File: src/rtl/hemd_pkg.sv
// ----------------------------------------------------------------------------
// hemd_pkg: shared types and constants for the haptic envelope motor drive
// Field widths, register indexes, drive modes, reset values and the structs
// passed between the drive stages.
// ----------------------------------------------------------------------------
`default_nettype none

package hemd_pkg;

  // Fixed field widths
  localparam int MODE_W    = 2;
  localparam int INTEN_W   = 8;
  localparam int OUT_W     = 8;
  localparam int FRAC_BITS = 16;

  // Configuration port
  localparam int CFG_IDX_W  = 2;
  localparam int CFG_DATA_W = 16;
  localparam int PERIOD_W   = 16;
  localparam int DECAY_W    = 16;
  localparam int DEADZONE_W = 8;
  localparam int TICKS_W    = 16;

  // Default envelope integer width
  localparam int DUTY_BITS_DEF = 8;

  // Register reset values
  localparam logic [PERIOD_W-1:0]   ALT_PERIOD_RST = 16'd40;
  localparam logic [DECAY_W-1:0]    DECAY_RST      = 16'd55706;
  localparam logic [DEADZONE_W-1:0] DEADZONE_RST   = 8'd5;

  typedef enum logic [CFG_IDX_W-1:0] {
    CFG_ALT_PERIOD = 2'd0,
    CFG_DECAY      = 2'd1,
    CFG_DEADZONE   = 2'd2
  } cfg_reg_t;

  typedef enum logic [MODE_W-1:0] {
    MODE_OFF = 2'd0,
    MODE_FWD = 2'd1,
    MODE_REV = 2'd2,
    MODE_ALT = 2'd3
  } drive_mode_t;

  typedef struct packed {
    logic [PERIOD_W-1:0]   alt_period_ms;
    logic [DECAY_W-1:0]    decay_factor;
    logic [DEADZONE_W-1:0] deadzone;
  } cfg_t;

  typedef struct packed {
    drive_mode_t          drive_mode;
    logic [INTEN_W-1:0]   intensity;
  } item_t;

  typedef struct packed {
    logic [OUT_W-1:0] forward_duty;
    logic [OUT_W-1:0] reverse_duty;
    logic [OUT_W-1:0] led_duty;
  } result_t;

endpackage

`default_nettype wire

File: src/rtl/hemd_in_if.sv
// ----------------------------------------------------------------------------
// hemd_in_if: input channel of the haptic envelope motor drive
// Valid/ready handshake carrying drive mode and intensity.
// ----------------------------------------------------------------------------
`default_nettype none

interface hemd_in_if;
  logic                          valid;
  logic                          ready;
  logic [hemd_pkg::MODE_W-1:0]   drive_mode;
  logic [hemd_pkg::INTEN_W-1:0]  intensity;

  modport source (output valid, output drive_mode, output intensity, input ready);
  modport sink   (input valid, input drive_mode, input intensity, output ready);
endinterface

`default_nettype wire

File: src/rtl/hemd_out_if.sv
// ----------------------------------------------------------------------------
// hemd_out_if: output channel of the haptic envelope motor drive
// Valid/ready handshake carrying forward, reverse and LED duties.
// ----------------------------------------------------------------------------
`default_nettype none

interface hemd_out_if;
  logic                        valid;
  logic                        ready;
  logic [hemd_pkg::OUT_W-1:0]  forward_duty;
  logic [hemd_pkg::OUT_W-1:0]  reverse_duty;
  logic [hemd_pkg::OUT_W-1:0]  led_duty;

  modport source (output valid, output forward_duty, output reverse_duty,
                  output led_duty, input ready);
  modport sink   (input valid, input forward_duty, input reverse_duty,
                  input led_duty, output ready);
endinterface

`default_nettype wire

File: src/rtl/hemd_cfg.sv
// ----------------------------------------------------------------------------
// hemd_cfg: configuration registers
// Holds period, decay factor and deadzone; written by index, no read-back.
// ----------------------------------------------------------------------------
`default_nettype none

module hemd_cfg (
  input  wire logic                             clk,
  input  wire logic                             rst,
  input  wire logic                             cfg_we,
  input  wire logic [hemd_pkg::CFG_IDX_W-1:0]   cfg_index,
  input  wire logic [hemd_pkg::CFG_DATA_W-1:0]  cfg_data,
  output hemd_pkg::cfg_t                        cfg
);
  import hemd_pkg::*;

  cfg_t regs;

  always_ff @(posedge clk) begin
    if (rst) begin
      regs.alt_period_ms <= ALT_PERIOD_RST;
      regs.decay_factor  <= DECAY_RST;
      regs.deadzone      <= DEADZONE_RST;
    end else if (cfg_we) begin
      case (cfg_reg_t'(cfg_index))
        CFG_ALT_PERIOD: regs.alt_period_ms <= cfg_data[PERIOD_W-1:0];
        CFG_DECAY:      regs.decay_factor  <= cfg_data[DECAY_W-1:0];
        CFG_DEADZONE:   regs.deadzone      <= cfg_data[DEADZONE_W-1:0];
        default: ;  // unmapped index: drop the write
      endcase
    end
  end

  assign cfg = regs;

endmodule

`default_nettype wire

File: src/rtl/hemd_in_reg.sv
// ----------------------------------------------------------------------------
// hemd_in_reg: input register stage
// Captures one input word per cycle; holds it while the next stage is full.
// ----------------------------------------------------------------------------
`default_nettype none

module hemd_in_reg (
  input  wire logic    clk,
  input  wire logic    rst,
  hemd_in_if.sink      in_ch,
  input  wire logic    advance,
  output logic         valid,
  output hemd_pkg::item_t item
);
  import hemd_pkg::*;

  logic  valid_next;
  logic  take;

  assign in_ch.ready = !valid || advance;
  assign take        = in_ch.valid && in_ch.ready;

  always_comb begin
    valid_next = valid;
    if (take) begin
      valid_next = 1'b1;
    end else if (advance) begin
      valid_next = 1'b0;
    end
  end

  always_ff @(posedge clk) begin
    if (rst) begin
      valid <= 1'b0;
    end else begin
      valid <= valid_next;
    end
  end

  always_ff @(posedge clk) begin
    if (take) begin
      item.drive_mode <= drive_mode_t'(in_ch.drive_mode);
      item.intensity  <= in_ch.intensity;
    end
  end

endmodule

`default_nettype wire

File: src/rtl/hemd_core.sv
// ----------------------------------------------------------------------------
// hemd_core: envelope follower and drive routing
// Holds envelope, swap phase and tick count; computes one result per advance.
// ----------------------------------------------------------------------------
`default_nettype none

module hemd_core #(
  parameter int DUTY_BITS = hemd_pkg::DUTY_BITS_DEF
) (
  input  wire logic             clk,
  input  wire logic             rst,
  input  wire logic             advance,
  input  wire hemd_pkg::item_t  item,
  input  wire hemd_pkg::cfg_t   cfg,
  output hemd_pkg::result_t     result
);
  import hemd_pkg::*;

  localparam int ENV_W  = DUTY_BITS + FRAC_BITS;
  localparam int PROD_W = ENV_W + DECAY_W;
  localparam int EXT_W  = DUTY_BITS + OUT_W;

  logic [ENV_W-1:0]     envelope;
  logic                 alt_phase;
  logic [TICKS_W-1:0]   ticks_since_swap;

  logic [ENV_W-1:0]     envelope_next;
  logic                 alt_phase_next;
  logic [TICKS_W-1:0]   ticks_since_swap_next;

  logic [EXT_W-1:0]     inten_ext;
  logic [EXT_W-1:0]     duty_max_ext;
  logic [DUTY_BITS-1:0] target;
  logic [ENV_W-1:0]     target_fx;
  logic [PROD_W-1:0]    product;
  logic [DUTY_BITS-1:0] duty_raw;
  logic [DUTY_BITS-1:0] duty;
  logic [DUTY_BITS-1:0] fwd;
  logic [DUTY_BITS-1:0] rev;
  logic [DUTY_BITS-1:0] led;
  logic [TICKS_W-1:0]   ticks_inc;
  logic                 swap;
  logic [EXT_W-1:0]     fwd_ext;
  logic [EXT_W-1:0]     rev_ext;
  logic [EXT_W-1:0]     led_ext;

  always_comb begin
    // Target: intensity clipped to the duty range, zero when off
    inten_ext    = {{DUTY_BITS{1'b0}}, item.intensity};
    duty_max_ext = {{OUT_W{1'b0}}, {DUTY_BITS{1'b1}}};
    if (item.drive_mode == MODE_OFF) begin
      target = '0;
    end else if (inten_ext > duty_max_ext) begin
      target = '1;
    end else begin
      target = inten_ext[DUTY_BITS-1:0];
    end
    target_fx = {target, {FRAC_BITS{1'b0}}};

    // Instant attack, otherwise truncated decay
    product = PROD_W'(envelope) * PROD_W'(cfg.decay_factor);
    if (target_fx > envelope) begin
      envelope_next = target_fx;
    end else begin
      envelope_next = product[PROD_W-1:DECAY_W];
    end

    duty_raw = envelope_next[ENV_W-1:FRAC_BITS];
    if ({{OUT_W{1'b0}}, duty_raw} < {{DUTY_BITS{1'b0}}, cfg.deadzone}) begin
      duty = '0;
    end else begin
      duty = duty_raw;
    end

    // Saturating tick count, swap in alternating mode once past the period
    ticks_inc = (ticks_since_swap == {TICKS_W{1'b1}}) ? ticks_since_swap
                                                     : ticks_since_swap + 1'b1;
    swap = (item.drive_mode == MODE_ALT) && (ticks_inc > cfg.alt_period_ms);
    ticks_since_swap_next = swap ? '0 : ticks_inc;
    alt_phase_next        = alt_phase ^ swap;

    fwd = '0;
    rev = '0;
    unique case (item.drive_mode)
      MODE_OFF: ;
      MODE_FWD: fwd = duty;
      MODE_REV: rev = duty;
      MODE_ALT: begin
        if (alt_phase_next) begin
          fwd = duty;
        end else begin
          rev = duty;
        end
      end
    endcase

    led = {DUTY_BITS{1'b1}} - duty;

    fwd_ext = {{OUT_W{1'b0}}, fwd};
    rev_ext = {{OUT_W{1'b0}}, rev};
    led_ext = {{OUT_W{1'b0}}, led};
    result.forward_duty = fwd_ext[OUT_W-1:0];
    result.reverse_duty = rev_ext[OUT_W-1:0];
    result.led_duty     = led_ext[OUT_W-1:0];
  end

  always_ff @(posedge clk) begin
    if (rst) begin
      envelope         <= '0;
      alt_phase        <= 1'b0;
      ticks_since_swap <= '0;
    end else if (advance) begin
      envelope         <= envelope_next;
      alt_phase        <= alt_phase_next;
      ticks_since_swap <= ticks_since_swap_next;
    end
  end

endmodule

`default_nettype wire

File: src/rtl/hemd_out_reg.sv
// ----------------------------------------------------------------------------
// hemd_out_reg: result register stage
// Holds one result word until the receiver takes it.
// ----------------------------------------------------------------------------
`default_nettype none

module hemd_out_reg (
  input  wire logic               clk,
  input  wire logic               rst,
  input  wire logic               load,
  input  wire hemd_pkg::result_t  result,
  output logic                    can_load,
  hemd_out_if.source              out_ch
);
  import hemd_pkg::*;

  logic    valid;
  logic    valid_next;
  result_t data;

  assign can_load = !valid || out_ch.ready;

  always_comb begin
    valid_next = valid;
    if (load) begin
      valid_next = 1'b1;
    end else if (out_ch.ready) begin
      valid_next = 1'b0;
    end
  end

  always_ff @(posedge clk) begin
    if (rst) begin
      valid <= 1'b0;
    end else begin
      valid <= valid_next;
    end
  end

  always_ff @(posedge clk) begin
    if (load) begin
      data <= result;
    end
  end

  assign out_ch.valid        = valid;
  assign out_ch.forward_duty = data.forward_duty;
  assign out_ch.reverse_duty = data.reverse_duty;
  assign out_ch.led_duty     = data.led_duty;

endmodule

`default_nettype wire

File: src/rtl/haptic_envelope_motor_drive_unit.sv
// ----------------------------------------------------------------------------
// haptic_envelope_motor_drive_unit: haptic envelope follower and motor drive
// Peak envelope with instant attack and exponential decay, routed to the
// forward or reverse motor side, with an inverted LED duty.
// ----------------------------------------------------------------------------
// Usage:
//   in_ch  carries one word per tick (drive_mode, intensity); a word is taken
//          at a clock edge with valid and ready both high.
//   out_ch returns one word (forward_duty, reverse_duty, led_duty) per input
//          word, in order.
//   cfg_we/cfg_index/cfg_data write alt_period_ms (0), decay_factor (1) and
//          deadzone (2); write only while no word is in flight.
// Path: a word taken on in_ch passes two register stages (input and result
//   register) and reaches out_ch once the result register has room.
// Throughput: one word per cycle unless out_ch stalls; the envelope update,
//   single envelope-by-decay multiply and routing sit between the registers.
// Reset: envelope, swap phase and tick count clear, registers take their
//   defaults, both stages empty. No clearing pass.
// Stall: with out_ch.ready low the result holds; one more word can sit in the
//   input register, after which in_ch.ready drops.
// ----------------------------------------------------------------------------
`default_nettype none

module haptic_envelope_motor_drive_unit #(
  parameter int DUTY_BITS = hemd_pkg::DUTY_BITS_DEF
) (
  input  wire logic                             clk,
  input  wire logic                             rst,
  hemd_in_if.sink                               in_ch,
  hemd_out_if.source                            out_ch,
  input  wire logic                             cfg_we,
  input  wire logic [hemd_pkg::CFG_IDX_W-1:0]   cfg_index,
  input  wire logic [hemd_pkg::CFG_DATA_W-1:0]  cfg_data
);
  import hemd_pkg::*;

  cfg_t    cfg;
  item_t   item;
  result_t result;
  logic    item_valid;
  logic    can_load;
  logic    advance;

  // Move the held word into the result register when there is room
  assign advance = item_valid && can_load;

  hemd_cfg u_cfg (
    .clk       (clk),
    .rst       (rst),
    .cfg_we    (cfg_we),
    .cfg_index (cfg_index),
    .cfg_data  (cfg_data),
    .cfg       (cfg)
  );

  hemd_in_reg u_in_reg (
    .clk     (clk),
    .rst     (rst),
    .in_ch   (in_ch),
    .advance (advance),
    .valid   (item_valid),
    .item    (item)
  );

  hemd_core #(
    .DUTY_BITS (DUTY_BITS)
  ) u_core (
    .clk     (clk),
    .rst     (rst),
    .advance (advance),
    .item    (item),
    .cfg     (cfg),
    .result  (result)
  );

  hemd_out_reg u_out_reg (
    .clk      (clk),
    .rst      (rst),
    .load     (advance),
    .result   (result),
    .can_load (can_load),
    .out_ch   (out_ch)
  );

endmodule

`default_nettype wire

File: src/flat_wrapper.sv
// flat-port wrapper written by rule: the top's interface ports become plain ports
module haptic_envelope_motor_drive_unit_flat import hemd_pkg::*;
#(
  parameter int DUTY_BITS = hemd_pkg::DUTY_BITS_DEF
)
  (clk, rst, cfg_we, cfg_index, cfg_data, in_ch_valid, in_ch_drive_mode, in_ch_intensity, in_ch_ready, out_ch_valid, out_ch_forward_duty, out_ch_reverse_duty, out_ch_led_duty, out_ch_ready);
  hemd_in_if in_ch_i ();
  hemd_out_if out_ch_i ();
  input  wire logic clk;
  input  wire logic rst;
  input  wire logic cfg_we;
  input  wire logic [hemd_pkg::CFG_IDX_W-1:0] cfg_index;
  input  wire logic [hemd_pkg::CFG_DATA_W-1:0] cfg_data;
  input wire logic [$bits(in_ch_i.valid)-1:0] in_ch_valid;
  input wire logic [$bits(in_ch_i.drive_mode)-1:0] in_ch_drive_mode;
  input wire logic [$bits(in_ch_i.intensity)-1:0] in_ch_intensity;
  output wire logic [$bits(in_ch_i.ready)-1:0] in_ch_ready;
  output wire logic [$bits(out_ch_i.valid)-1:0] out_ch_valid;
  output wire logic [$bits(out_ch_i.forward_duty)-1:0] out_ch_forward_duty;
  output wire logic [$bits(out_ch_i.reverse_duty)-1:0] out_ch_reverse_duty;
  output wire logic [$bits(out_ch_i.led_duty)-1:0] out_ch_led_duty;
  input wire logic [$bits(out_ch_i.ready)-1:0] out_ch_ready;
  assign in_ch_i.valid = in_ch_valid;
  assign in_ch_i.drive_mode = in_ch_drive_mode;
  assign in_ch_i.intensity = in_ch_intensity;
  assign in_ch_ready = in_ch_i.ready;
  assign out_ch_valid = out_ch_i.valid;
  assign out_ch_forward_duty = out_ch_i.forward_duty;
  assign out_ch_reverse_duty = out_ch_i.reverse_duty;
  assign out_ch_led_duty = out_ch_i.led_duty;
  assign out_ch_i.ready = out_ch_ready;
  haptic_envelope_motor_drive_unit #(.DUTY_BITS(DUTY_BITS)) u_core (.clk(clk), .rst(rst), .in_ch(in_ch_i), .out_ch(out_ch_i), .cfg_we(cfg_we), .cfg_index(cfg_index), .cfg_data(cfg_data));
endmodule
File: config.mk
export PLATFORM = sky130hd
export DESIGN_NAME = haptic_envelope_motor_drive_unit_flat
export DESIGN_NICKNAME = d
export VERILOG_FILES = /design/src/rtl/hemd_pkg.sv /design/src/rtl/hemd_in_if.sv /design/src/rtl/hemd_out_if.sv /design/src/rtl/hemd_cfg.sv /design/src/rtl/hemd_in_reg.sv /design/src/rtl/hemd_core.sv /design/src/rtl/hemd_out_reg.sv /design/src/rtl/haptic_envelope_motor_drive_unit.sv /design/src/flat_wrapper.sv
export SDC_FILE = /design/constraint.sdc
export NUM_CORES = 1
export LEC_CHECK = 0
export ABC_AREA = 1
export BUFFER_PORTS_ARGS = -buffer_cell sky130_fd_sc_hd__buf_2
export CAP_MARGIN = 10
export CELL_PAD_IN_SITES_DETAIL_PLACEMENT = 2
export CELL_PAD_IN_SITES_GLOBAL_PLACEMENT = 2
export CORE_ASPECT_RATIO = 0.7
export CORE_UTILIZATION = 38
export DETAILED_ROUTE_END_ITERATION = 8
export GPL_ROUTABILITY_DRIVEN = 1
export HOLD_SLACK_MARGIN = 0.05
export PLACE_DENSITY = 0.82
export SETUP_SLACK_MARGIN = 0.15
export SYNTH_ARGS = -nofsm -noshare
export SYNTH_HDL_FRONTEND = slang
export SYNTH_SLANG_ARGS = --single-unit
File: constraint.sdc
create_clock -name clk -period 13.1 [get_ports clk]
set_clock_uncertainty 0.05 [all_clocks]
set_input_delay 1.965 -clock clk [delete_from_list [all_inputs] [get_ports clk]]
set_output_delay 1.965 -clock clk [all_outputs]
set_load 0.005 [all_outputs]
==> results.py, run 1 <==
metrics = {
    "timing": {
        "final.setup.tns_ns": 0,
        "rsz0062_at_grt": "no",
        "timing.final.crit_share_pct": 63.8,
        "min_period_ns": 8.35,
        "setup_viol_count_final": 0,
        "final-hold-violation-count": 0,
        "worst_slew_margin_rel_pct": 12.7,
        "final_critical_path_setup_slack_ns": 4.75,
        "tightestPinTransition_ns": 1.31,
        "fmax_ghz": 0.120,
        "finalMaxSlewViolations": 0,
    },
    "cts": {
        "post_cts.repair.setup_buffers": 0,
        "tritoncts": "yes",
        "post_cts_hold_buffer_count": 0,
        "clk_transition_reported_paths_ns": 0.06,
        "number_of_instances_resized_during_post_cts_repair": 0,
        "h-tree-depth": 4,
        "cts.root.buffer_cell": "sky130_fd_sc_hd__clkbuf_16",
        "cts_made_buffers": 17,
        "cts-root-to-sink-buffers": 2,
        "worst_skew_pair_latency_ns": 0.44,
        "clock-sinks": 117,
    },
    "finish": {
        "layout.cells.most_common_list": "639 x sky130_fd_sc_hd__nand2_1, 627 x sky130_fd_sc_hd__inv_1, 305 x sky130_fd_sc_hd__fa_1",
        "flow.area_growth_from_synthesis_pct": 8.25,
        "layout.cells.most_common": "sky130_fd_sc_hd__nand2_1",
        "insertedDiodeCount": 0,
        "finish.net_count": 2870,
        "fillers": 5393,
        "layout-drive-gt1-share_pct": 6.16,
    },
    "critical_path": {
        "cp_common_cell": "sky130_fd_sc_hd__fa_1",
        "start_kind": "register",
        "type_of_the_worst_setup_path": "register to register",
        "critPathCaptureType": "register",
        "critPathSlowestCell": "sky130_fd_sc_hd__dfxtp_1",
        "critical_path.max_fanout": 25,
        "worstPathBufferInverterCount": 3,
        "worst_reg_to_reg_cells": 27,
        "timing.rr.start": "u_core.u_cfg.cfg[15]",
        "worst_ep_arrival_time_ns": 8.44,
        "rr_endpoint": "u_core.u_out_reg.out_ch.forward_duty[2]",
        "reg2reg_setup_slack_ns": 4.75,
        "timing.critical_path.max_delay_family": "adder cells",
        "cp_slowest_stage_delay_ns": 1.19,
        "cp.required_ns": 13.19,
    },
    "logic_synthesis": {
        "post_synth_num_cell_types": 46,
        "asyncSetResetFlopFracSynth_pct": 0,
        "syn-instance-count": 2401,
        "synth_cell_area_sq_um": 18200,
        "ys_seq_elements": 117,
        "yosys_most_used_dff": "sky130_fd_sc_hd__dfxtp_1",
        "yosysWarnings": 0,
        "synth.avg_cell_area_sq_um": 7.58,
        "synth_enable_flop_cells": 34,
        "synth-seq-area-share_pct": 14.7,
        "postSynthNetCount": 2880,
    },
    "global_routing": {
        "grt_antenna_before_repair": 0,
        "grt_pass1_wl_microns": 109000,
        "via_count_of_the_first_global_routing_pass": 18600,
        "grt_start_max_net_pins": 41,
        "grt-ovfl-total": 0,
        "overall_track_demand_over_capacity_in_global_routing_pct": 29.4,
    },
    "drt": {
        "detail_route.wirelength_microns": 69200,
        "dr_total_vias": 15800,
        "drt_drc_violations_left": 0,
        "route.detailed.vias_per_inst": 5.23,
        "initialDrtViolationCount": 944,
        "detail_route_antenna_nets": 0,
        "drt-pass1-iter-count": 5,
        "routedWlPerCell_microns": 23.0,
    },
    "power": {
        "p_leak_nw": 10.8,
        "power.share.clock_pct": 13.5,
        "combinationalPowerShare_pct": 74.2,
        "powerDensity_nw_per_um2": 200,
        "vdd_drop_max_v": 0.000107,
        "netSwitchingFraction_pct": 55.2,
        "seq_power_share_pct": 12.3,
        "power.net_switching_mw": 2.18,
        "cellInternalPower_mw": 1.77,
    },
    "placement": {
        "buffer_ports.inserted": 58,
        "routability_congestion_estimate": 0.852,
        "dp.final_hpwl_microns": 54500,
        "post-place-ws_ns": 4.71,
    },
    "die": {
        "initial_utilization_pct": 38.9,
        "rows": 66,
        "io_pins": 59,
        "floorplan.die_area_sq_um": 48800,
        "floorplan_core_area_sq_um": 46800,
        "die_w_microns": 264,
        "dieHeight_microns": 185,
    },
    "worst_hold_path": {
        "min_path_type": "register to register",
        "end_point_of_the_worst_hold_path": "u_core.u_cfg.cfg[39]",
        "hold_path_depth": 2,
        "holdCritStartpoint": "u_core.u_cfg.cfg[39]",
    },
    "outcome": {
        "outcome": "complete, no violations",
    },
    "job": {
        "drv_cap": 0,
    },
}
[synthesized netlist by cell type (2+ instances only)]
master                       n  share of area (%)
sky130_fd_sc_hd__a211oi_1    4               0.16
sky130_fd_sc_hd__a21boi_0    9               0.37
sky130_fd_sc_hd__a21o_1      9               0.37
sky130_fd_sc_hd__a21oi_1   117                3.2
sky130_fd_sc_hd__a31oi_1     3               0.10
sky130_fd_sc_hd__buf_1       5               0.10
sky130_fd_sc_hd__buf_2       3              0.082
sky130_fd_sc_hd__clkbuf_1  107                2.2
sky130_fd_sc_hd__dfxtp_1    83                9.1
sky130_fd_sc_hd__edfxtp_1   34                5.6
sky130_fd_sc_hd__fa_1      305                 34
sky130_fd_sc_hd__ha_1      141                9.7
sky130_fd_sc_hd__inv_1     627                 13
sky130_fd_sc_hd__inv_2       4              0.082
sky130_fd_sc_hd__nand2_1   640                 13
sky130_fd_sc_hd__nand2_2     6               0.21
sky130_fd_sc_hd__nand3_1    38                1.0
sky130_fd_sc_hd__nand3b_1    4               0.16
sky130_fd_sc_hd__nand4_1    10               0.34
sky130_fd_sc_hd__nor2_1    107                2.2
sky130_fd_sc_hd__nor2_2      5               0.17
sky130_fd_sc_hd__nor3_1     20               0.55
sky130_fd_sc_hd__nor4_1      4               0.14
sky130_fd_sc_hd__o211ai_1    6               0.25
sky130_fd_sc_hd__o21a_1      2              0.082
sky130_fd_sc_hd__o21ai_0    55                1.5
sky130_fd_sc_hd__o21ai_1     4               0.11
sky130_fd_sc_hd__o21bai_1   10               0.41
sky130_fd_sc_hd__or2_2       5               0.17
sky130_fd_sc_hd__xnor2_1     6               0.29
sky130_fd_sc_hd__xor2_1     13               0.63
[state kept, by name, summed over array words and instances (netlist names)]
signal,count
u_core.u_cfg.cfg,40
u_core.u_core.envelope,24
u_core.u_core.ticks_since_swap,16
u_core.u_in_reg.item,10
u_core.u_out_reg.out_ch.forward_duty,8
u_core.u_out_reg.out_ch.led_duty,8
u_core.u_out_reg.out_ch.reverse_duty,8
u_core.u_core.alt_phase,1
u_core.u_in_reg.valid,1
u_core.u_out_reg.out_ch.valid,1
[through the flow]
| step | hold WS (ns) | power, mW | area [sq um] | utilization [%] | instances |
|---|---|---|---|---|---|
| 6_report | 0.423 | 3.95 | 19700 | 42.1 | 3016 |
| 4_1_cts | 0.427 | 3.96 | 19700 | 42.0 | 3015 |
| 5_1_grt | 0.444 | 4.32 | 19700 | 42.1 | 3016 |
| 3_5_place_dp | 0.418 | 3.32 | 19000 | 40.7 | 2983 |
| 2_1_floorplan | 0.385 | 2.31 | 18200 | - | 2401 |
| 3_3_place_gp | 0.403 | 3.15 | 19000 | 40.7 | 2983 |
[worst register-to-register path, delay by kind of cell (launching register included)]
family,cells,cell delay (ns)
compound gates,7,1.53
xor+xnor,1,0.15
fa+ha+maj,8,3.96
buf+inv,3,0.14
flops,1,1.19
simple gates,8,1.04
[power by group through the flow]
stage	logic (mW)	registers [mW]	clock network [mW]
after floorplan	1.89	0.425	0
after global placement	2.66	0.486	0
after detailed placement	2.83	0.491	0
after CTS	2.94	0.483	0.535
after global routing	3.28	0.487	0.549
final	2.93	0.485	0.532
[how the worst max path moves through the flow]
stage,startpoint,to,slack [ns],cells past startpoint
final,u_core.u_cfg.cfg[15],u_core.u_out_reg.out_ch.forward_duty[2],4.75,27
after global routing,u_core.u_cfg.cfg[15],u_core.u_out_reg.out_ch.forward_duty[5],4.41,29
after CTS,u_core.u_cfg.cfg[12],u_core.u_out_reg.out_ch.forward_duty[4],4.62,29
after detailed placement,u_core.u_cfg.cfg[12],u_core.u_out_reg.out_ch.forward_duty[4],4.71,29
after global placement,u_core.u_cfg.cfg[12],u_core.u_out_reg.out_ch.forward_duty[5],5.13,29
after floorplan,u_core.u_core.envelope[19],u_core.u_out_reg.out_ch.forward_duty[5],6.33,31
[area by class of cell]
cell class	instances	area [sq um]	area share, %
inverters	631	2370	12.0
multi-input cells	1537	12700	64.5
repair buffers	87	528	2.68
clock buffers	19	443	2.25
well taps	612	766	3.88
flip-flops and latches	117	2680	13.6
clock inverters	13	205	1.04
[kinds of logic after synthesis]
group | Yosys count | synth area share, %
compound gates | 227 | 7.09
buf+inv | 747 | 15.4
xor+xnor | 20 | 1.00
fa+ha+maj | 446 | 43.2
flops | 117 | 14.7
simple gates | 844 | 18.5
[layer usage]
metal  up-vias  global-route usage (%)  wire length, microns
li1       6992                       -                     -
met1      8344                    39.1                 31300
met2       367                    51.5                 33900
met3        77                    3.62                  3120
met4         0                    5.73                   945
met5         -                       0                     0
(Power assumes the default switching activity.)
==> run 2, diff against run 1 <==
==> constraint.sdc (replaced) <==
create_clock -name clk -period 8.2 [get_ports clk]
set_clock_uncertainty 0.05 [all_clocks]
set_input_delay 1.23 -clock clk [delete_from_list [all_inputs] [get_ports clk]]
set_output_delay 1.23 -clock clk [all_outputs]
set_load 0.005 [all_outputs]
==> results.py, run 2 (synthesized netlist as in run 1, its figures left out) <==
metrics = {
    "timing": {
        "tightestPinTransition_ns": 1.29,
        "final-hold-violation-count": 0,
        "final_critical_path_setup_slack_ns": 0.215,
        "fin_worst_hold_slack_ns": 0.416,
        "finalMaxSlewViolations": 0,
        "worst_slew_margin_rel_pct": 14.2,
        "timing.final.crit_share_pct": 97.4,
        "setup_viol_count_final": 0,
        "min_period_ns": 7.99,
        "fmax_ghz": 0.125,
        "final.setup.tns_ns": 0,
        "rsz0062_at_grt": "no",
    },
    "cts": {
        "clock-sinks": 117,
        "worst_skew_pair_latency_ns": 0.45,
        "cts_made_buffers": 17,
        "clk_transition_reported_paths_ns": 0.07,
        "cts.root.buffer_cell": "sky130_fd_sc_hd__clkbuf_16",
        "cts-root-to-sink-buffers": 2,
        "tritoncts": "yes",
        "h-tree-depth": 4,
    },
    "finish": {
        "flow.area_growth_from_synthesis_pct": 10.2,
        "insertedDiodeCount": 0,
        "finish.net_count": 2905,
        "largest_register_ff_count": 40,
        "layout.cells.most_common": "sky130_fd_sc_hd__nand2_1",
        "layout-drive-gt1-share_pct": 9.02,
        "layout.cells.most_common_list": "638 x sky130_fd_sc_hd__nand2_1, 627 x sky130_fd_sc_hd__inv_1, 305 x sky130_fd_sc_hd__fa_1",
    },
    "drt": {
        "dr_total_vias": 16500,
        "initialDrtViolationCount": 1105,
        "detail_route_antenna_nets": 0,
        "route.detailed.vias_per_inst": 5.39,
        "drt_drc_violations_left": 0,
        "drt-pass1-iter-count": 5,
        "detail_route.wirelength_microns": 76700,
        "routedWlPerCell_microns": 25.1,
    },
    "critical_path": {
        "type_of_the_worst_setup_path": "register to register",
        "cp-startpoint": "u_core.u_cfg.cfg[14]",
        "worst_reg_to_reg_cells": 34,
        "timing.critical_path.max_delay_family": "adder cells",
        "critical_path.max_fanout": 8,
        "timing.rr.start": "u_core.u_cfg.cfg[14]",
        "cp_slowest_stage_delay_ns": 0.62,
        "worst_path_depth": 34,
        "worst_ep_arrival_time_ns": 8.10,
        "start_kind": "register",
        "critPathSlowestCell": "sky130_fd_sc_hd__fa_1",
        "critPathCaptureType": "register",
        "worstPathBufferInverterCount": 8,
        "cp.required_ns": 8.31,
        "cp_common_cell": "sky130_fd_sc_hd__nand2_1",
    },
    "power": {
        "post_route_total_power_mw": 6.64,
        "seq_power_share_pct": 12.6,
        "power.net_switching_mw": 3.77,
        "cellInternalPower_mw": 2.87,
        "power.share.clock_pct": 12.1,
        "vdd_drop_max_v": 0.000143,
        "p_leak_nw": 11.0,
        "combinationalPowerShare_pct": 75.3,
        "powerDensity_nw_per_um2": 331,
        "netSwitchingFraction_pct": 56.8,
    },
    "worst_hold_path": {
        "min_path_type": "register to register",
        "hold_path_depth": 2,
        "holdCritStartpoint": "u_core.u_cfg.cfg[37]",
    },
    "die": {
        "io_pins": 59,
        "die_w_microns": 264,
        "floorplan.die_area_sq_um": 48800,
        "rows": 66,
        "dieHeight_microns": 185,
        "floorplan_core_area_sq_um": 46800,
        "initial_utilization_pct": 38.9,
    },
    "global_routing": {
        "overall_track_demand_over_capacity_in_global_routing_pct": 31.9,
        "grt_pass1_wl_microns": 116000,
        "grt_start_max_net_pins": 41,
        "grt-ovfl-total": 0,
        "grt_antenna_before_repair": 2,
        "via_count_of_the_first_global_routing_pass": 18900,
    },
    "outcome": {
        "outcome": "complete, no violations",
    },
    "placement": {
        "post-place-ws_ns": 0.132,
        "routability_congestion_estimate": 0.887,
        "buffer_ports.inserted": 58,
        "dp.final_hpwl_microns": 60100,
    },
    "job": {
        "drv_cap": 0,
    },
}
==> run 2: changes by cell type in the layout (fill, tap and decap cells not counted), moves of 3 or more <==
cell                        delta
sky130_fd_sc_hd__dfxtp_1      -30
sky130_fd_sc_hd__buf_4        +25
sky130_fd_sc_hd__dfxtp_4      +18
sky130_fd_sc_hd__dfxtp_2      +12
sky130_fd_sc_hd__buf_6        +10
sky130_fd_sc_hd__bufinv_16     -4
sky130_fd_sc_hd__clkbuf_16     +3
==> run 2: power groups by stage <==
stage	Clock (mW)	Combinational, mW	Sequential (mW)
finish	0.805	5.00	0.834
global route	0.831	5.47	0.833
CTS	0.806	4.90	0.823
detailed placement	0	4.68	0.830
global placement	0	4.28	0.816
floorplan	0	3.01	0.680
==> run 2: metrics by stage <==
stage	instance area, sq um	std cells	util, %
final	20100	3051	42.9
after CTS	19900	3048	42.6
after global placement	19300	3016	41.2
after detailed placement	19300	3016	41.2
after global routing	20100	3051	42.9
after floorplan	18200	2401	-
==> run 2: worst paths after layout <==
path         slack, ns                                       to
max               0.21  u_core.u_out_reg.out_ch.forward_duty[4]
min               0.42                     u_core.u_cfg.cfg[37]
max reg2reg       0.21  u_core.u_out_reg.out_ch.forward_duty[4]
min reg2reg       0.42                     u_core.u_cfg.cfg[37]
==> run 2: routing by layer <==
layer | wire length, microns | vias up | global-route usage, %
li1 | - | 7059 | -
met5 | 27 | - | 0
met1 | 32000 | 8620 | 41.2
met4 | 2500 | 4 | 10.3
met2 | 37400 | 585 | 54.9
met3 | 4760 | 183 | 4.83
==> run 2: repair_timing <==
item | CTS | global route
hold buffers | 0 | 0
endpoints found under the setup margin | 24 | 24
gates resized for setup | 27 | 38
buffers inserted | 0 | 2
pin swaps | 0 | 2
==> run 2: layout make-up <==
class,count,area (sq um)
clock buffers,23,522
clock inverters,9,87.6
fillers,5418,26800
inverters,631,2370
multi-input cells,1537,12700
flip-flops and latches,117,2770
well taps,612,766
repair buffers,122,821
==> run 2: tightest hold or removal path: cells and delay by family (launching register included) <==
kind                   cells  cell delay, ns
buffers and inverters      1            0.06
AO/OA/AOI/OAI              1            0.06
flip-flops                 1            0.30
